==> src/hw/rtl/assert_macros.svh <==
// ----------------------------------------------------------------------------
// Assertion macros
// Shared concurrent assertion wrappers, clocked and reset-qualified.
// ----------------------------------------------------------------------------
`ifndef ASSERT_MACROS_SVH
`define ASSERT_MACROS_SVH

// Property must hold at every rising clock edge outside reset.
`define ASSERT_CLK(label, clk, rstn, prop) \
    label: assert property (@(posedge clk) disable iff (!rstn) prop) \
        else $error("%m: assertion failed");

// Condition must never be true outside reset.
`define ASSERT_NEVER(label, clk, rstn, cond) \
    `ASSERT_CLK(label, clk, rstn, !(cond))

`endif

==> src/hw/rtl/prd_pkg.sv <==
`timescale 1ns / 1ps
// ----------------------------------------------------------------------------
// prd_pkg
// Types and constants for the polled reply deframer.
// ----------------------------------------------------------------------------
package prd_pkg;

    localparam int MAX_PORTS    = 64;
    localparam int BYTES_LEFT_W = $clog2(MAX_PORTS + 1);
    localparam int PORT_INDEX_W = 6;
    localparam int TICKS_W      = 16;

    localparam logic [TICKS_W-1:0] MAX_TRIES_RESET = 16'd100;

    localparam logic [7:0] CH_STX = 8'h02;
    localparam logic [7:0] CH_ETX = 8'h03;
    localparam logic [7:0] CH_DLE = 8'h10;
    localparam logic [7:0] CH_A   = 8'h41;
    localparam logic [7:0] CH_R   = 8'h52;

    typedef enum logic [1:0] {
        OP_START = 2'd0,
        OP_BYTE  = 2'd1,
        OP_TICK  = 2'd2
    } op_t;

    typedef enum logic [2:0] {
        ST_DATA    = 3'd0,
        ST_DONE    = 3'd1,
        ST_TIMEOUT = 3'd2,
        ST_BADADDR = 3'd3,
        ST_NOTREAD = 3'd4,
        ST_UNESC   = 3'd5,
        ST_NOETX   = 3'd6
    } status_t;

    typedef struct packed {
        op_t        op;
        logic [6:0] node_address;
        logic [6:0] port_count;
        logic [7:0] rx_byte;
    } item_t;

    typedef struct packed {
        logic                    valid;
        logic [7:0]              port_value;
        logic [PORT_INDEX_W-1:0] port_index;
        status_t                 status;
        logic                    last;
    } result_t;

endpackage

==> src/hw/rtl/polled_reply_deframer_unit.sv <==
`timescale 1ns / 1ps
// ----------------------------------------------------------------------------
// polled_reply_deframer_unit
// Deframes a polled node's reply into indexed port bytes and a status.
// ----------------------------------------------------------------------------
// Accepts one transaction per clock while not stalled: a start, a received
// byte or a timer tick. Each transaction passes through an input register, a
// single pass of frame logic that updates the frame state, and an output
// register, from which a result is presented on m_tvalid. Throughput is set
// by that one state update per transaction. The output register decouples the
// two sides: a new transaction is still taken while a result waits, and
// s_tready drops only when both registers are full and m_tready is low. No
// clearing pass follows reset. Errors and the closing ETX carry m_tlast; the
// consumer drops the partial frame on any non-data, non-done status.
`include "assert_macros.svh"

module polled_reply_deframer_unit (
    input  logic                         aclk,
    input  logic                         aresetn,

    // configuration: max_tries
    input  logic                         cfg_wr_en,
    input  logic [prd_pkg::TICKS_W-1:0]  cfg_wr_data,

    input  logic                         s_tvalid,
    output logic                         s_tready,
    input  logic [23:0]                  s_tdata,   // node_address, port_count, rx_byte, pad
    input  logic [1:0]                   s_tuser,   // operation

    output logic                         m_tvalid,
    input  logic                         m_tready,
    output logic [15:0]                  m_tdata,   // port_value, port_index, pad
    output logic [2:0]                   m_tuser,   // status
    output logic                         m_tlast
);

    logic [prd_pkg::TICKS_W-1:0] max_tries_reg;

    logic                        in_valid_reg, in_valid_next;
    prd_pkg::item_t              in_item_reg;
    logic                        s_fire;
    logic                        advance;
    logic                        in_stall;

    prd_pkg::result_t            res;
    logic                        m_tvalid_reg, m_tvalid_next;
    prd_pkg::result_t            out_reg;

    // a pass runs when the input stage holds a transaction and the output slot is free
    assign advance  = in_valid_reg && (!m_tvalid_reg || m_tready);
    assign s_tready = !in_valid_reg || advance;
    assign s_fire   = s_tvalid && s_tready;
    assign in_stall = in_valid_reg && m_tvalid_reg && !m_tready;

    assign in_valid_next = s_fire ? 1'b1 : (advance ? 1'b0 : in_valid_reg);
    assign m_tvalid_next = advance ? res.valid : (m_tready ? 1'b0 : m_tvalid_reg);

    always_ff @(posedge aclk) begin
        if (!aresetn) begin
            max_tries_reg <= prd_pkg::MAX_TRIES_RESET;
            in_valid_reg  <= 1'b0;
            m_tvalid_reg  <= 1'b0;
        end else begin
            if (cfg_wr_en) max_tries_reg <= cfg_wr_data;
            in_valid_reg <= in_valid_next;
            m_tvalid_reg <= m_tvalid_next;
        end
    end

    // payload registers, no reset
    always_ff @(posedge aclk) begin
        if (s_fire) begin
            in_item_reg.op           <= prd_pkg::op_t'(s_tuser);
            in_item_reg.node_address <= s_tdata[6:0];
            in_item_reg.port_count   <= s_tdata[13:7];
            in_item_reg.rx_byte      <= s_tdata[21:14];
        end
        if (advance) out_reg <= res;
    end

    prd_frame_fsm u_fsm (
        .aclk      (aclk),
        .aresetn   (aresetn),
        .max_tries (max_tries_reg),
        .fire      (advance),
        .item      (in_item_reg),
        .res       (res)
    );

    assign m_tvalid = m_tvalid_reg;
    assign m_tdata  = {2'b00, out_reg.port_index, out_reg.port_value};
    assign m_tuser  = out_reg.status;
    assign m_tlast  = out_reg.last;

    `ASSERT_NEVER(a_stall_only_full, aclk, aresetn, !s_tready && !in_stall)
    `ASSERT_CLK(a_result_from_pass, aclk, aresetn, $rose(m_tvalid_reg) |-> $past(advance))

endmodule

==> src/hw/rtl/prd_frame_fsm.sv <==
`timescale 1ns / 1ps
// ----------------------------------------------------------------------------
// prd_frame_fsm
// Frame state and single-pass decision for one transaction.
// ----------------------------------------------------------------------------
`include "assert_macros.svh"

module prd_frame_fsm (
    input  logic                           aclk,
    input  logic                           aresetn,
    input  logic [prd_pkg::TICKS_W-1:0]    max_tries,
    input  logic                           fire,
    input  prd_pkg::item_t                 item,
    output prd_pkg::result_t               res
);

    typedef enum logic [6:0] {
        PH_IDLE = 7'b0000001,
        PH_HUNT = 7'b0000010,
        PH_ADDR = 7'b0000100,
        PH_TYPE = 7'b0001000,
        PH_DATA = 7'b0010000,
        PH_ESC  = 7'b0100000,
        PH_ETX  = 7'b1000000
    } phase_t;

    phase_t                              phase_reg, phase_next;
    logic [6:0]                          want_address_reg, want_address_next;
    logic [prd_pkg::BYTES_LEFT_W-1:0]    bytes_left_reg, bytes_left_next;
    logic [prd_pkg::PORT_INDEX_W-1:0]    next_index_reg, next_index_next;
    logic [prd_pkg::TICKS_W-1:0]         idle_ticks_reg, idle_ticks_next;

    logic                                fail_hit;
    prd_pkg::status_t                    fail_status;
    logic [prd_pkg::TICKS_W-1:0]         ticks_inc;
    logic [7:0]                          addr_char;
    logic [prd_pkg::BYTES_LEFT_W-1:0]    bytes_dec;
    logic                                is_start;
    logic                                res_end;

    assign ticks_inc = (idle_ticks_reg == {prd_pkg::TICKS_W{1'b1}})
                     ? idle_ticks_reg : idle_ticks_reg + 1'b1;
    assign addr_char = {1'b0, want_address_reg} + prd_pkg::CH_A;
    assign bytes_dec = (bytes_left_reg != '0) ? bytes_left_reg - 1'b1 : bytes_left_reg;
    assign is_start  = fire && (item.op == prd_pkg::OP_START);
    assign res_end   = (res.status != prd_pkg::ST_DATA);

    always_comb begin
        phase_next        = phase_reg;
        want_address_next = want_address_reg;
        bytes_left_next   = bytes_left_reg;
        next_index_next   = next_index_reg;
        idle_ticks_next   = idle_ticks_reg;
        fail_hit          = 1'b0;
        fail_status       = prd_pkg::ST_DATA;
        res               = '0;
        res.status        = prd_pkg::ST_DATA;

        if (fire) begin
            unique case (item.op)
                prd_pkg::OP_START: begin
                    want_address_next = item.node_address;
                    if (32'(item.port_count) > prd_pkg::MAX_PORTS) begin
                        bytes_left_next = prd_pkg::BYTES_LEFT_W'(prd_pkg::MAX_PORTS);
                    end else begin
                        bytes_left_next = prd_pkg::BYTES_LEFT_W'(item.port_count);
                    end
                    next_index_next = '0;
                    idle_ticks_next = '0;
                    phase_next      = PH_HUNT;
                end
                prd_pkg::OP_TICK: begin
                    if (phase_reg != PH_IDLE) begin
                        idle_ticks_next = ticks_inc;
                        if (ticks_inc >= max_tries) begin
                            fail_hit    = 1'b1;
                            fail_status = prd_pkg::ST_TIMEOUT;
                        end
                    end
                end
                prd_pkg::OP_BYTE: begin
                    if (phase_reg != PH_IDLE) begin
                        idle_ticks_next = '0;
                        unique case (phase_reg)
                            PH_HUNT: begin
                                if (item.rx_byte == prd_pkg::CH_STX) phase_next = PH_ADDR;
                            end
                            PH_ADDR: begin
                                if (item.rx_byte != addr_char) begin
                                    fail_hit    = 1'b1;
                                    fail_status = prd_pkg::ST_BADADDR;
                                end else begin
                                    phase_next = PH_TYPE;
                                end
                            end
                            PH_TYPE: begin
                                if (item.rx_byte != prd_pkg::CH_R) begin
                                    fail_hit    = 1'b1;
                                    fail_status = prd_pkg::ST_NOTREAD;
                                end else begin
                                    phase_next = (bytes_left_reg == '0) ? PH_ETX : PH_DATA;
                                end
                            end
                            PH_DATA, PH_ESC: begin
                                if (phase_reg == PH_DATA &&
                                    (item.rx_byte == prd_pkg::CH_STX ||
                                     item.rx_byte == prd_pkg::CH_ETX)) begin
                                    fail_hit    = 1'b1;
                                    fail_status = prd_pkg::ST_UNESC;
                                end else if (phase_reg == PH_DATA &&
                                             item.rx_byte == prd_pkg::CH_DLE) begin
                                    phase_next = PH_ESC;
                                end else begin
                                    // data byte, escaped or plain
                                    res.valid       = 1'b1;
                                    res.port_value  = item.rx_byte;
                                    res.port_index  = next_index_reg;
                                    next_index_next = next_index_reg + 1'b1;
                                    bytes_left_next = bytes_dec;
                                    phase_next      = (bytes_dec == '0) ? PH_ETX : PH_DATA;
                                end
                            end
                            PH_ETX: begin
                                if (item.rx_byte != prd_pkg::CH_ETX) begin
                                    fail_hit    = 1'b1;
                                    fail_status = prd_pkg::ST_NOETX;
                                end else begin
                                    phase_next      = PH_IDLE;
                                    bytes_left_next = '0;
                                    next_index_next = '0;
                                    res.valid       = 1'b1;
                                    res.status      = prd_pkg::ST_DONE;
                                    res.last        = 1'b1;
                                end
                            end
                            default: begin
                                phase_next = PH_IDLE;
                            end
                        endcase
                    end
                end
                default: begin
                end
            endcase

            if (fail_hit) begin
                phase_next      = PH_IDLE;
                bytes_left_next = '0;
                next_index_next = '0;
                idle_ticks_next = '0;
                res             = '0;
                res.valid       = 1'b1;
                res.status      = fail_status;
                res.last        = 1'b1;
            end
        end
    end

    always_ff @(posedge aclk) begin
        if (!aresetn) begin
            phase_reg        <= PH_IDLE;
            want_address_reg <= '0;
            bytes_left_reg   <= '0;
            next_index_reg   <= '0;
            idle_ticks_reg   <= '0;
        end else begin
            phase_reg        <= phase_next;
            want_address_reg <= want_address_next;
            bytes_left_reg   <= bytes_left_next;
            next_index_reg   <= next_index_next;
            idle_ticks_reg   <= idle_ticks_next;
        end
    end

    `ASSERT_CLK(a_phase_onehot, aclk, aresetn, $onehot(phase_reg))
    `ASSERT_CLK(a_start_arms, aclk, aresetn, is_start |=> (phase_reg == PH_HUNT))
    `ASSERT_CLK(a_last_on_end, aclk, aresetn, res.valid |-> (res.last == res_end))

endmodule
==> config.mk <==
export PLATFORM = sky130hd
export DESIGN_NAME = polled_reply_deframer_unit
export DESIGN_NICKNAME = d
export VERILOG_FILES = /design/src/hw/rtl/prd_pkg.sv /design/src/hw/rtl/polled_reply_deframer_unit.sv /design/src/hw/rtl/prd_frame_fsm.sv
export VERILOG_INCLUDE_DIRS = /design/src /design/src/hw/rtl
export SDC_FILE = /design/constraint.sdc
export NUM_CORES = 1
export LEC_CHECK = 0
export BUFFER_PORTS_ARGS = -buffer_cell sky130_fd_sc_hd__buf_2
export CAP_MARGIN = 20
export CORE_AREA = 5 5 107 109
export CTS_CLUSTER_DIAMETER = 50
export DETAILED_ROUTE_END_ITERATION = 6
export DIE_AREA = 0 0 112 114
export PLACE_DENSITY = 0.76
export SYNTH_ARGS = -nofsm -noshare
export SYNTH_HDL_FRONTEND = slang
export SYNTH_SLANG_ARGS = --single-unit
==> constraint.sdc <==
create_clock -name aclk -period 5.8 [get_ports aclk]
set_input_delay 0.58 -clock aclk [delete_from_list [all_inputs] [get_ports aclk]]
set_output_delay 0.58 -clock aclk [all_outputs]
set_load 0.02 [all_outputs]
==> flow_metrics.env, run 1 <==
export IMPL_routedWlPerCell_um=15.6
export IMPL_mostFrequentLayoutCells="nand2_1, buf_2, dfxtp_1, nor2_1, edfxtp_1"
export IMPL_crit_fanout=7
export IMPL_drtIter0Drc=343
export IMPL_final_cells=800
export IMPL_clk_pin_slew_ns=0.10
export IMPL_clock_sinks=103
export IMPL_grt_ovfl_total=0
export IMPL_layout_nets=727
export IMPL_setup_slack_ns=1.16
export IMPL_track_usage_pct=19.4
export IMPL_timing_max_cap_violations=0
export IMPL_cts_tree="done"
export IMPL_largest_register_ffs=24
export IMPL_multi_input_area_mm2=0.00287
export IMPL_clk_latency_ns=0.38
export IMPL_grt_pass1_vias=4285
export IMPL_slowest_delay_ns=0.71
export IMPL_grt_pass1_wl_um=20300
export IMPL_start_kind="flip-flop"
export IMPL_antenna_cells=0
export IMPL_worstPathCellList="ha_1, nand3_1, nor4_1, nor2_1, and2_1, nand3_1, xnor2_1, ha_1, a211oi_1, nor3_1, a211o_1, a21o_1, a211o_1, a21oi_1, nor2_1, o221a_2"
export IMPL_leakage_nw=2.47
export IMPL_hp_class="input port to flip-flop"
export IMPL_cts_inserted_buffers=9
export IMPL_status="finished, final reports clean"
export IMPL_dp_hpwl_um=9060
export IMPL_cts_setup_buffers=0
export IMPL_core_area_mm2=0.0105
export IMPL_crit_buf_inv=0
export IMPL_async_flop_share_pct=0
export IMPL_vias=4704
export IMPL_slew_violations=0
export IMPL_setup_tns_ns=0
export IMPL_cts_max_level=3
export IMPL_register_area_mm2=0.00248
export IMPL_rsz0062_at_grt="no"
export IMPL_ys_warn_count=0
export IMPL_dp_slack_ns=1.23
export IMPL_timing_final_crit_share_pct=79.9
export IMPL_cts_root_buffer_cell="clkbuf_8"
export IMPL_cp_top_family="compound AO/OA/AOI/OAI gates"
export IMPL_cp_data_arrival_time_ns=4.92
export IMPL_grt_max_degree=44
export IMPL_fmax_ghz=0.216
export IMPL_cts_buffer_depth=2
export IMPL_worst_slew_pin_slew_ns=0.784
export IMPL_synth_avg_cell_area_um2=9.27
export IMPL_syn_to_final_growth_pct=12.3
export IMPL_ant_nets=0
export IMPL_portBuffers=64
export IMPL_min_period_ns=4.64
export IMPL_start_util_pct=52.9
export IMPL_crit_slowest_cell="nor4_1"
export IMPL_final_layout_size_suffix_gt1_share_pct=14.2
export IMPL_synth_seq_cells=103
export IMPL_gp_congestion=0.926
export IMPL_drcViolationCount=0
export IMPL_crit_required_ns=6.08
export IMPL_fin_skew_ns=0.0173
export IMPL_antenna_found_initial=0
export IMPL_maxSlewHeadroom_pct=47.5
export IMPL_pin_count=69
export IMPL_final_common_cell="nand2_1"
export IMPL_ys_seq_area_share_pct=44.6
export IMPL_ys_flop_type="dfxtp_1"
export IMPL_num_fill_cells=897
export IMPL_die_h_um=114
export IMPL_dr_pass1_iters=5
export IMPL_dp_cells=781
export IMPL_cts_resized=0
export IMPL_setup_violations=0
export IMPL_ctsHoldBuffers=0
export IMPL_worstSetupEndpointType="flip-flop"
export IMPL_wirelength_um=12500
export IMPL_die_width_um=112
export IMPL_ir_drop_v=0.000152
export IMPL_hold_violations=0
export IMPL_netlist_area_mm2=0.00556
export IMPL_synth_cells=600
export IMPL_vias_per_cell=5.88
export IMPL_rows=38
export IMPL_power_density_mw_per_mm2=232
export IMPL_synth_distinct_cells=68
export IMPL_worst_setup_path_type="flip-flop to flip-flop"
export IMPL_die_area_mm2=0.0128
export IMPL_synth_enable_flop_cells=42
-- layer usage --
layer  track usage [%]  routed length (um)
met1              25.8                5550
met3              4.30                 946
met2              31.4                5730
met4              6.81                 238
met5                 0                   0
-- cells in the mapped netlist, drive strengths merged (20+ instances only) --
library cell	n	share of area, %
nand2	69	4.7
dfxtp	61	22
edfxtp	42	23
nor2	42	2.8
a21oi	33	3.0
nand3	28	2.5
ha	25	5.6
inv	25	1.7
nand4	23	2.6
and2	22	2.5
clkbuf	21	1.4
mux2i	20	3.6
-- stage by stage --
stage / hold slack [ns] / area [um^2] / util [%] / total power, mW
after floorplan: 0.449 / 5560 / - / 0.919
after global placement: 0.463 / 5970 / 56.8 / 0.962
after detailed placement: 0.474 / 5970 / 56.8 / 0.968
after CTS: 0.353 / 6180 / 58.8 / 1.45
after global routing: 0.353 / 6240 / 59.4 / 1.50
final: 0.367 / 6240 / 59.4 / 1.45
-- power breakdown --
| group | switching (mW) | internal [mW] | total, mW | leakage (nW) |
|---|---|---|---|---|
| clock | 0.246 | 0.245 | 0.490 | 0.106 |
| sequential | 0.0199 | 0.782 | 0.802 | 0.900 |
| combinational | 0.0954 | 0.0595 | 0.155 | 1.47 |
-- final cells by class --
cell class                      instances  area share, %
Sequential cell                       103           39.8
Tap cell                              140           2.81
Inverter                               26           1.56
Timing Repair Buffer                   70           6.49
Multi-Input combinational cell        445           46.0
Clock inverter                          5           1.30
Clock buffer                           11           2.10
-- kinds of logic after synthesis --
family | share of synthesized area (%)
buf+inv | 3.80
mux | 3.60
xor+xnor | 3.31
fa+ha+maj | 5.63
other cells | 0.0674
simple gates | 23.4
compound gates | 15.5
flops | 44.6
-- final timing paths --
path	start	end	slack [ns]	cells past startpoint
setup / recovery	u_fsm.idle_ticks_reg[0]	u_fsm.bytes_left_reg[6]	1.16	16
hold / removal	s_tuser[1]	in_item_reg[23]	0.37	1
setup reg to reg	u_fsm.idle_ticks_reg[0]	u_fsm.bytes_left_reg[6]	1.16	16
hold reg to reg	u_fsm.idle_ticks_reg[6]	u_fsm.idle_ticks_reg[6]	0.49	2
No activity file was read; power rests on OpenSTA's default activity.
==> run 2: changes to the inputs <==
--- a/config.mk
+++ b/config.mk
@@ -8,10 +8,10 @@
 export LEC_CHECK = 0
 export BUFFER_PORTS_ARGS = -buffer_cell sky130_fd_sc_hd__buf_2
 export CAP_MARGIN = 20
-export CORE_AREA = 5 5 107 109
+export CORE_AREA = 5 5 109 111
 export CTS_CLUSTER_DIAMETER = 50
 export DETAILED_ROUTE_END_ITERATION = 6
-export DIE_AREA = 0 0 112 114
+export DIE_AREA = 0 0 114 116
 export PLACE_DENSITY = 0.76
 export SYNTH_ARGS = -nofsm -noshare
 export SYNTH_HDL_FRONTEND = slang
==> constraint.sdc (replaced) <==
create_clock -name aclk -period 4.2 [get_ports aclk]
set_input_delay 0.42 -clock aclk [delete_from_list [all_inputs] [get_ports aclk]]
set_output_delay 0.42 -clock aclk [all_outputs]
set_load 0.02 [all_outputs]
==> run 2 against run 1 <==
Non-clock buffer count up 9. Sequential power up 38%. Fmax up 17%. Total power up 36%. Combinational power up 39%. Global-route usage up 0.33 points. Register-to-register slack worse by 0.91 ns. Die area up 3.6%. Sequential cell count unchanged. Cell count up 1.1%. Design area up 0.94%. Setup slack worse by 0.91 ns. Critical path type unchanged.
==> flow_metrics.env, run 2 (synthesis gave the netlist of run 1 again) <==
export IMPL_crit_required_ns=4.50
export IMPL_gp_congestion=0.895
export IMPL_portBuffers=64
export IMPL_whs_path_depth=1
export IMPL_drtIter0Drc=335
export IMPL_min_to="in_item_reg[5]"
export IMPL_cts_root_buffer_cell="clkbuf_8"
export IMPL_grt_ovfl_total=0
export IMPL_hp_class="input port to flip-flop"
export IMPL_grt_pass1_vias=4465
export IMPL_final_layout_size_suffix_gt1_share_pct=16.4
export IMPL_register_area_mm2=0.00248
export IMPL_die_h_um=116
export IMPL_routedWlPerCell_um=16.0
export IMPL_maxSlewHeadroom_pct=27.9
export IMPL_slew_violations=0
export IMPL_clk_latency_ns=0.38
export IMPL_cts_max_level=3
export IMPL_syn_to_final_growth_pct=13.3
export IMPL_timing_max_cap_violations=0
export IMPL_crit_fanout=6
export IMPL_start_util_pct=52.0
export IMPL_vias_per_cell=5.91
export IMPL_cts_inserted_buffers=9
export IMPL_drcViolationCount=0
export IMPL_status="finished, final reports clean"
export IMPL_grt_pass1_wl_um=21200
export IMPL_setup_tns_ns=0
export IMPL_setup_violations=0
export IMPL_min_delay_start="s_tdata[19]"
export IMPL_die_area_mm2=0.0132
export IMPL_slowest_delay_ns=0.43
export IMPL_rsz0062_at_grt="no"
export IMPL_power_density_mw_per_mm2=313
export IMPL_layout_nets=736
export IMPL_worstPathCellList="ha_1, nand3_1, nor4_2, nor2_1, and2_1, nand3_1, xnor2_1, ha_1, a211oi_1, nor3_1, a211o_1, a21o_1, nand2_1, o211ai_1, buf_4, or3_1, o221ai_1"
export IMPL_clk_pin_slew_ns=0.10
export IMPL_dp_hpwl_um=9460
export IMPL_ir_drop_v=0.000201
export IMPL_cp_data_arrival_time_ns=4.24
export IMPL_fin_skew_ns=0.00891
export IMPL_cts_buffer_depth=2
export IMPL_final_common_cell="nand2_1"
export IMPL_worstSetupEndpointType="flip-flop"
export IMPL_clock_sinks=103
export IMPL_r2r_cells=17
export IMPL_antenna_found_initial=0
export IMPL_mostFrequentLayoutCells="nand2_1, buf_2, dfxtp_1, nor2_1, edfxtp_1"
export IMPL_r2r_end="u_fsm.idle_ticks_reg[7]"
export IMPL_largest_register_ffs=24
export IMPL_num_fill_cells=916
export IMPL_hold_violations=0
export IMPL_die_width_um=114
export IMPL_rrSetupSlack_ns=0.25
export IMPL_cts_tree="done"
export IMPL_track_usage_pct=19.7
export IMPL_dr_pass1_iters=7
export IMPL_start_kind="flip-flop"
export IMPL_wirelength_um=13000
export IMPL_final_core_util_pct=58.9
export IMPL_ctsHoldBuffers=0
export IMPL_worst_setup_path_type="flip-flop to flip-flop"
export IMPL_leakage_nw=2.51
export IMPL_worst_slew_pin_slew_ns=1.08
export IMPL_core_area_mm2=0.0107
export IMPL_crit_slowest_cell="dfxtp_1"
export IMPL_fmax_ghz=0.253
export IMPL_timing_final_crit_share_pct=94.0
export IMPL_ant_nets=0
export IMPL_antenna_cells=0
export IMPL_grt_max_degree=34
export IMPL_min_period_ns=3.95
export IMPL_pin_count=69
export IMPL_vias=4785
export IMPL_multi_input_area_mm2=0.00288
export IMPL_r2r_start="u_fsm.idle_ticks_reg[1]"
export IMPL_rows=38
-- run 2: changes by cell type in the layout (fill, tap and decap cells not counted), moves of 2 or more --
cell	change
buf_4	+9
clkbuf_1	-2
dfxtp_1	-2
dfxtp_2	+2
-- run 2: how the worst max path moves through the flow --
stage | startpoint | end
global route | u_fsm.idle_ticks_reg[1] | u_fsm.idle_ticks_reg[0]
floorplan | u_fsm.idle_ticks_reg[4] | u_fsm.bytes_left_reg[1]
global placement | u_fsm.idle_ticks_reg[0] | u_fsm.phase_reg[4]
detailed placement | u_fsm.idle_ticks_reg[0] | u_fsm.phase_reg[2]
CTS | u_fsm.idle_ticks_reg[0] | u_fsm.phase_reg[2]
finish | u_fsm.idle_ticks_reg[1] | u_fsm.idle_ticks_reg[7]
-- run 2: metrics by stage --
step | worst slack (ns) | power (mW) | instance area, um^2 | hold slack (ns) | std cells
6_report | 0.253 | 1.97 | 6300 | 0.208 | 809
5_1_grt | 0.00244 | 2.05 | 6300 | 0.184 | 809
4_1_cts | 0.0710 | 1.98 | 6230 | 0.192 | 803
3_5_place_dp | 0.105 | 1.34 | 6030 | 0.484 | 787
3_3_place_gp | 0.254 | 1.33 | 6030 | 0.464 | 787
2_1_floorplan | 0.391 | 1.27 | 5560 | 0.449 | 601
-- run 2: where the power goes --
| part | internal [mW] | total, mW | leakage, nW | switching [mW] |
|---|---|---|---|---|
| registers | 1.08 | 1.11 | 0.901 | 0.0278 |
| clock network | 0.283 | 0.645 | 0.102 | 0.362 |
| logic | 0.0841 | 0.216 | 1.51 | 0.132 |
| total | 1.45 | 1.97 | 2.51 | 0.522 |
-- run 2: worst max-delay path, delay by kind of cell (launching register included) --
kind            cells  cell delay [ns]
fa+ha+maj           2             0.50
compound gates      5             1.02
simple gates        8             1.51
xor+xnor            1             0.14
buf+inv             1             0.24
flops               1             0.43
-- run 2: what timing repair did --
item,4_1_cts,5_1_grt
hold endpoints to repair,0,0
resized for setup,0,4
buffers inserted,0,4
endpoints found under the setup margin,0,28
-- run 2: area by class of cell --
class | instances | share of cell area [%]
Multi-Input combinational cell | 445 | 45.7
Sequential cell | 103 | 39.4
Timing Repair Buffer | 79 | 7.35
Tap cell | 140 | 2.78
Clock buffer | 9 | 1.97
Inverter | 26 | 1.55
Clock inverter | 7 | 1.27
-- run 2: metal layers --
metal  wire, um  share of wire, %  global-route usage (%)
met5          0                 0                       0
met4        172               1.3                    4.83
met3        830               6.4                    3.97
met2       6180                48                    32.5
met1       5790                45                    26.8
